### src/rtl/core/eids_pkg.sv
`default_nettype none

package eids_pkg;

  // Table and history sizes
  localparam int SetEntries   = 8;
  localparam int HistoryDepth = 8;

  localparam int IdentW = 16;
  localparam int CmdW   = 8;
  localparam int CntW   = $clog2(SetEntries + 1);
  localparam int HistW  = $clog2(HistoryDepth + 1);

  // Event type codes
  localparam logic [CmdW-1:0] EvtAddId    = CmdW'(1);
  localparam logic [CmdW-1:0] EvtRemoveId = CmdW'(2);
  localparam logic [CmdW-1:0] EvtLogOnly  = CmdW'(3);

  typedef enum logic [2:0] {
    StAdded    = 3'd0,
    StPresent  = 3'd1,
    StRemoved  = 3'd2,
    StFull     = 3'd3,
    StNotFound = 3'd4,
    StLogged   = 3'd5,
    StIgnored  = 3'd6
  } status_e;

  typedef struct packed {
    logic [CmdW-1:0]   command;
    logic [IdentW-1:0] ident;
  } in_word_t;

  typedef struct packed {
    status_e           status;
    logic [3:0]        member_cnt;
    logic [3:0]        event_cnt;
    logic [IdentW-1:0] echo_data;
  } out_word_t;

  // Table update request and lookup response
  typedef struct packed {
    logic add;
    logic remove;
  } cam_req_t;

  typedef struct packed {
    logic hit;
    logic full;
  } cam_rsp_t;

endpackage

`default_nettype wire

### src/rtl/core/event_driven_id_set.sv
`default_nettype none

// Channel  Direction  Word                 Handshake
// in       input      in_word_i  (in_word_t)   in_valid_i  / in_stall_o
// out      output     out_word_o (out_word_t)  out_valid_o / out_stall_i
//
// A word accepted into the input register settles through the match/free-pick
// logic and loads the result register when the result slot frees, where its
// result is offered; one word per cycle while the output drains.
// Reset clears the valid bits, the active count and the history count; slot
// contents are left as they are. An output stall holds the result and backs
// up into in_stall_o once the input register is also occupied.
module event_driven_id_set (
  input  wire logic                clk_i,
  input  wire logic                rst_ni,
  input  wire logic                in_valid_i,
  output logic                     in_stall_o,
  input  wire eids_pkg::in_word_t  in_word_i,
  output logic                     out_valid_o,
  input  wire logic                out_stall_i,
  output eids_pkg::out_word_t      out_word_o
);

  logic                       in_valid_q;
  eids_pkg::in_word_t         in_word_q;
  logic                       out_valid_q;
  eids_pkg::out_word_t        out_word_q, out_word_d;
  logic                       advance, accept_in;
  eids_pkg::cam_req_t         cam_req;
  eids_pkg::cam_rsp_t         cam_rsp;
  logic [eids_pkg::CntW-1:0]  cnt_after;
  logic [eids_pkg::HistW-1:0] hist_q, hist_d;

  // Move the held word into the result register when the result slot frees
  assign advance    = in_valid_q && (!out_valid_q || !out_stall_i);
  assign in_stall_o = in_valid_q && !advance;
  assign accept_in  = in_valid_i && !in_stall_o;

  eids_cam u_cam (
    .clk_i   (clk_i),
    .rst_ni  (rst_ni),
    .ident_i (in_word_q.ident),
    .req_i   (cam_req),
    .rsp_o   (cam_rsp),
    .cnt_o   (cnt_after)
  );

  // Decode the event; the table changes only when the word advances
  always_comb begin
    cam_req               = '0;
    out_word_d.status     = eids_pkg::StIgnored;
    out_word_d.echo_data  = '0;
    out_word_d.member_cnt = 4'(cnt_after);
    out_word_d.event_cnt  = 4'(hist_d);
    unique case (in_word_q.command)
      eids_pkg::EvtAddId: begin
        if (cam_rsp.hit) begin
          out_word_d.status = eids_pkg::StPresent;
        end else if (cam_rsp.full) begin
          out_word_d.status = eids_pkg::StFull;
        end else begin
          out_word_d.status = eids_pkg::StAdded;
          cam_req.add       = advance;
        end
      end
      eids_pkg::EvtRemoveId: begin
        if (cam_rsp.hit) begin
          out_word_d.status = eids_pkg::StRemoved;
          cam_req.remove    = advance;
        end else begin
          out_word_d.status = eids_pkg::StNotFound;
        end
      end
      eids_pkg::EvtLogOnly: begin
        out_word_d.status    = eids_pkg::StLogged;
        out_word_d.echo_data = in_word_q.ident;
      end
      default: begin
        out_word_d.status = eids_pkg::StIgnored;
      end
    endcase
  end

  // Bump history on every event, stop at the depth
  always_comb begin
    hist_d = hist_q;
    if (hist_q < eids_pkg::HistW'(eids_pkg::HistoryDepth)) begin
      hist_d = hist_q + eids_pkg::HistW'(1);
    end
  end

  always_ff @(posedge clk_i or negedge rst_ni) begin
    if (!rst_ni) begin
      in_valid_q  <= 1'b0;
      out_valid_q <= 1'b0;
      hist_q      <= '0;
    end else begin
      in_valid_q  <= accept_in || (in_valid_q && !advance);
      out_valid_q <= advance || (out_valid_q && out_stall_i);
      if (advance) begin
        hist_q <= hist_d;
      end
    end
  end

  // Payload registers: load on handshake, hold otherwise
  always_ff @(posedge clk_i) begin
    if (accept_in) begin
      in_word_q <= in_word_i;
    end
    if (advance) begin
      out_word_q <= out_word_d;
    end
  end

  assign out_valid_o = out_valid_q;
  assign out_word_o  = out_word_q;

`ifndef SYNTH
  // Table never adds and removes in the same cycle
  a_req_excl: assert property (@(posedge clk_i) disable iff (!rst_ni)
    !(cam_req.add && cam_req.remove))
    else $error("add and remove requested together");

  // A successful add leaves at least one active entry
  a_add_nonzero: assert property (@(posedge clk_i) disable iff (!rst_ni)
    cam_req.add |=> (out_word_o.member_cnt != 4'd0))
    else $error("active count zero after add");

  // History only moves with a result and never passes the depth
  a_hist_bound: assert property (@(posedge clk_i) disable iff (!rst_ni)
    (hist_q <= eids_pkg::HistW'(eids_pkg::HistoryDepth)) and
    (!advance |=> $stable(hist_q)))
    else $error("history count out of range or moved without a result");

  // A stalled output with a held word keeps the input stalled
  a_backpressure: assert property (@(posedge clk_i) disable iff (!rst_ni)
    (in_valid_q && out_valid_q && out_stall_i) |-> in_stall_o)
    else $error("input accepted while result register blocked");
`endif

endmodule

`default_nettype wire

### src/rtl/core/eids_cam.sv
`default_nettype none

module eids_cam (
  input  wire logic                        clk_i,
  input  wire logic                        rst_ni,
  input  wire logic [eids_pkg::IdentW-1:0] ident_i,
  input  wire eids_pkg::cam_req_t          req_i,
  output eids_pkg::cam_rsp_t               rsp_o,
  output logic [eids_pkg::CntW-1:0]        cnt_o
);

  logic [eids_pkg::IdentW-1:0]     slot_q [eids_pkg::SetEntries];
  logic [eids_pkg::SetEntries-1:0] valid_q, valid_d;
  logic [eids_pkg::SetEntries-1:0] hit_vec, free_vec, free_oh;
  logic [eids_pkg::CntW-1:0]       cnt_q, cnt_d;

  // Compare every valid slot in parallel
  always_comb begin
    for (int i = 0; i < eids_pkg::SetEntries; i++) begin
      hit_vec[i] = valid_q[i] && (slot_q[i] == ident_i);
    end
  end

  // Isolate the lowest free slot
  assign free_vec = ~valid_q;
  assign free_oh  = free_vec & (~free_vec + eids_pkg::SetEntries'(1));

  assign rsp_o.hit  = |hit_vec;
  assign rsp_o.full = &valid_q;

  always_comb begin
    valid_d = valid_q;
    if (req_i.add) begin
      valid_d = valid_q | free_oh;
    end else if (req_i.remove) begin
      valid_d = valid_q & ~hit_vec;
    end
  end

  assign cnt_d = cnt_q + eids_pkg::CntW'(req_i.add) - eids_pkg::CntW'(req_i.remove);
  assign cnt_o = cnt_d;

  always_ff @(posedge clk_i or negedge rst_ni) begin
    if (!rst_ni) begin
      valid_q <= '0;
      cnt_q   <= '0;
    end else begin
      valid_q <= valid_d;
      cnt_q   <= cnt_d;
    end
  end

  // Slot contents carry no reset; a slot is only read while valid
  always_ff @(posedge clk_i) begin
    for (int i = 0; i < eids_pkg::SetEntries; i++) begin
      if (req_i.add && free_oh[i]) begin
        slot_q[i] <= ident_i;
      end
    end
  end

endmodule

`default_nettype wire
### config.mk
export PLATFORM = sky130hd
export DESIGN_NAME = event_driven_id_set
export DESIGN_NICKNAME = d
export VERILOG_FILES = /design/src/rtl/core/eids_pkg.sv /design/src/rtl/core/event_driven_id_set.sv /design/src/rtl/core/eids_cam.sv
export SDC_FILE = /design/constraint.sdc
export NUM_CORES = 1
export LEC_CHECK = 0
export ABC_AREA = 1
export BUFFER_PORTS_ARGS = -buffer_cell sky130_fd_sc_hd__buf_2
export CAP_MARGIN = 40
export CELL_PAD_IN_SITES_DETAIL_PLACEMENT = 1
export CELL_PAD_IN_SITES_GLOBAL_PLACEMENT = 1
export CORE_MARGIN = 3
export CORE_UTILIZATION = 45
export DETAILED_ROUTE_END_ITERATION = 10
export GPL_TIMING_DRIVEN = 0
export PLACE_DENSITY = 0.83
export SYNTH_ARGS = -nofsm -noshare
export SYNTH_HDL_FRONTEND = slang
export SYNTH_HIERARCHICAL = 1
export SYNTH_SLANG_ARGS = --single-unit
### constraint.sdc
create_clock -name clk_i -period 7.6 [get_ports clk_i]
set_input_delay 0.76 -clock clk_i [delete_from_list [all_inputs] [get_ports clk_i]]
set_output_delay 0.76 -clock clk_i [all_outputs]
set_load 0.01 [all_outputs]
==> results.yml <==
logic_synthesis:
  ys_seq_area_frac: 0.646
  synth_top_area_frac: 0.596
  avgSynthCellArea_um2: 10.2
  syn-num-nets: 917
  syn_area_um2: 9020
  ys_warn_count: 6
  synth_edf_count: 179
  synthTopCellsByArea: "edfxtp_1 (60%), nand2_1 (12%), inv_1 (5.5%)"
  syn_inst: 883
  ys_types: 28
  dominantRegCellSynth: "edfxtp_1"
  post-synth-top-count-cell: "nand2_1"
  synth_top_area_cell: "edfxtp_1"
  synthTopCellsByCount: "nand2_1 (295), edfxtp_1 (179), inv_1 (132)"
  ys_seq_elements: 197
  async_reset_ff_frac: 0.0914
timing:
  max_clock_freq_mhz: 256
  setup_ws_ns: 3.70
  fin_crit_sh: 0.513
  tns_ns: 0
  max_slew_margin: 0.468
  drv_slew: 0
  worstMarginPinSlew_ns: 0.797
  clock_skew_ns: 0.0287
  finalHoldViolations: 0
  fin_crit_ns: 3.90
  finalSetupViolCount: 0
  rsz0062_at_grt: "false"
cells_and_area:
  nNetsFinal: 1005
  final_area_um2: 10500
  fillers: 2215
  drive_gt1_frac: 0.174
  syn2layout_area_growth_pct: 15.8
  antenna_cells: 0
worst_setup_path:
  startpoint: "in_word_q[6]$_DFFE_PP_"
  cp.depth: 21
  crit_chain: "buf_4 -> inv_2 -> nand2_1 -> nand2_1 -> nor2_1 -> nand2_1 -> nor2_1 -> nand3_1 -> nand2_1 -> nor2_1 -> nand2_1 -> nor2_1 -> nand2_1 -> nor2_1 -> nand2_1 -> inv_2 -> nand2_4 -> nor2_4 -> nand2_2 -> nor2_2 -> buf_8"
  crit_family: "simple AND/OR/NAND/NOR gates"
  worstSetupEndpointType: "register"
  cpPeakStageDelay_ns: 0.55
  r2r-end: "u_cam/slot_q[1][37]$_DFFE_PP_"
  crit_type: "register to register"
  start_kind: "register"
  crit_required_ns: 7.76
  reg2reg_from: "in_word_q[6]$_DFFE_PP_"
  cpMaxStageDelayCell: "edfxtp_1"
  crit_top_cell: "nand2_1"
  crit_end: "u_cam/slot_q[1][37]$_DFFE_PP_"
  worst_ep_arrival_time_ns: 4.06
  cp_max_fo: 10
  critPathBufInv: 4
  r2r_slack_ns: 3.70
  rr_worst_depth: 21
place:
  placed_area_um2: 9860
  place_ws_ns: 3.73
  dp_hpwl_um: 15600
  place.gp.congestion: 0.773
  port_buffers: 56
clock_tree:
  clockBufferDepth: 2
  numCtsBuffers: 17
  cts_hold_buf: 0
  htreeDepth: 4
  clk_latency_ns: 0.46
  cts_resized: 0
  cts_setup_buffers: 0
  cts_tree: "done"
  cts_root_buffer: "clkbuf_16"
  clock_sinks: 197
  cts.clk_slew.worst_paths_ns: 0.08
hold_path:
  hp-class: "input port to async pin"
global_routing:
  antenna_found_initial: 0
  grt_pass1_wl_um: 35900
  grt_start_max_net_pins: 20
  grt_pass1_vias: 6785
  grtUsageTotal: 0.218
  grt_remaining_overflow: 0
die:
  die_h_um: 148
  initial_core_util: 0.461
  die_area_um2: 21800
  pin_count: 57
  core_um2: 19600
  dieWidth_um: 148
  rows: 51
drt:
  drt-initial-drc-count: 318
  dr.pass1.iters: 4
  via_per_inst: 4.88
  drt-total-wl_um: 22400
  wl_per_cell_um: 17.9
  ant_nets: 0
  drc: 0
  num_vias: 6096
power:
  power.total_mw: 2.34
  peakVddDrop_uv: 166
  p_leak_nw: 4.67
  p_per_area_nw_per_um2: 224
status:
  status: "finished, final reports clean"
job:
  cap_violations: 0
-- cell usage in the layout (no fill, tap or decap) --
| cell type | count |
|---|---|
| nand2_1 | 295 |
| edfxtp_1 | 179 |
| inv_1 | 132 |
| nor2_1 | 95 |
| buf_2 | 56 |
| xor2_1 | 53 |
| nor2_2 | 20 |
| dfrtp_1 | 18 |
| clkbuf_16 | 17 |
| nand3_1 | 13 |
| buf_4 | 12 |
| nand2_2 | 9 |
| inv_2 | 8 |
| o21ai_0 | 8 |
| buf_6 | 8 |
| buf_8 | 7 |
| nor2_4 | 5 |
| ha_1 | 5 |
| inv_8 | 5 |
| inv_4 | 5 |
| o21ai_1 | 4 |
| xnor2_1 | 3 |
| o22ai_1 | 3 |
| nand2_4 | 2 |
| clkinv_4 | 2 |
| clkinv_8 | 2 |
| inv_6 | 2 |
| clkinvlp_4 | 2 |
| buf_16 | 2 |
| nor3_2 | 2 |
| a21oi_1 | 2 |
| buf_12 | 1 |
| and2_1 | 1 |
| or2_2 | 1 |
| clkinv_2 | 1 |
| clkbuf_1 | 1 |
| bufinv_16 | 1 |
| nor4_2 | 1 |
| fa_1 | 1 |
-- metrics by stage --
step                instances  utilization  hold WS [ns]
global route             1249        0.534         0.275
finish                   1249        0.534         0.255
CTS                      1249        0.534         0.256
global placement         1204        0.492         0.473
floorplan                 883            -         0.457
detailed placement       1217        0.503         0.528
-- cell families after synthesis --
logic type	count (synthesis)	synth area share
buf+inv	163	0.0807
simple gates	444	0.200
flops	197	0.646
xor+xnor	56	0.0543
fa+ha+maj	6	0.00915
compound gates	17	0.00984
-- power by group --
group	internal [mW]	switching [mW]	total (mW)
registers	1.22	0.0276	1.25
clock network	0.469	0.437	0.906
logic	0.0668	0.115	0.182
total	1.76	0.580	2.34
-- metal layers --
metal	wire length [um]	up-vias	track usage
met5	0	-	0
met4	382	0	0.0582
met3	942	27	0.0503
met1	9090	3031	0.258
met2	12000	118	0.400
li1	-	2920	-
-- how the worst min path moves through the flow --
stage | start | end
2_1_floorplan | rst_ni | hist_q[0]$_DFFE_PN0N_
3_3_place_gp | in_valid_q$_DFF_PN0_ | out_valid_o$_DFF_PN0_
3_5_place_dp | in_valid_q$_DFF_PN0_ | out_valid_o$_DFF_PN0_
4_1_cts | rst_ni | hist_q[1]$_DFFE_PN0N_
6_report | rst_ni | hist_q[1]$_DFFE_PN0N_
5_1_grt | rst_ni | hist_q[1]$_DFFE_PN0N_
-- layout make-up --
type,instances,area (um2),area share
clock inverters,14,165,0.0158
clock buffers,18,429,0.0411
multi-input cells,523,2500,0.239
flip-flops and latches,197,5830,0.557
inverters,146,566,0.0541
repair buffers,69,478,0.0457
plain buffers,17,163,0.0156
well taps,265,332,0.0317
-- flip-flops by register name, summed over array words and instances (netlist names) --
signal	flops
in_word_q	24
u_cam/cnt_q	4
hist_q	4
out_word_o	27
in_valid_q	1
u_cam/slot_q	128
out_valid_o	1
u_cam/valid_q	8
Power figures use the tool's default switching activity.
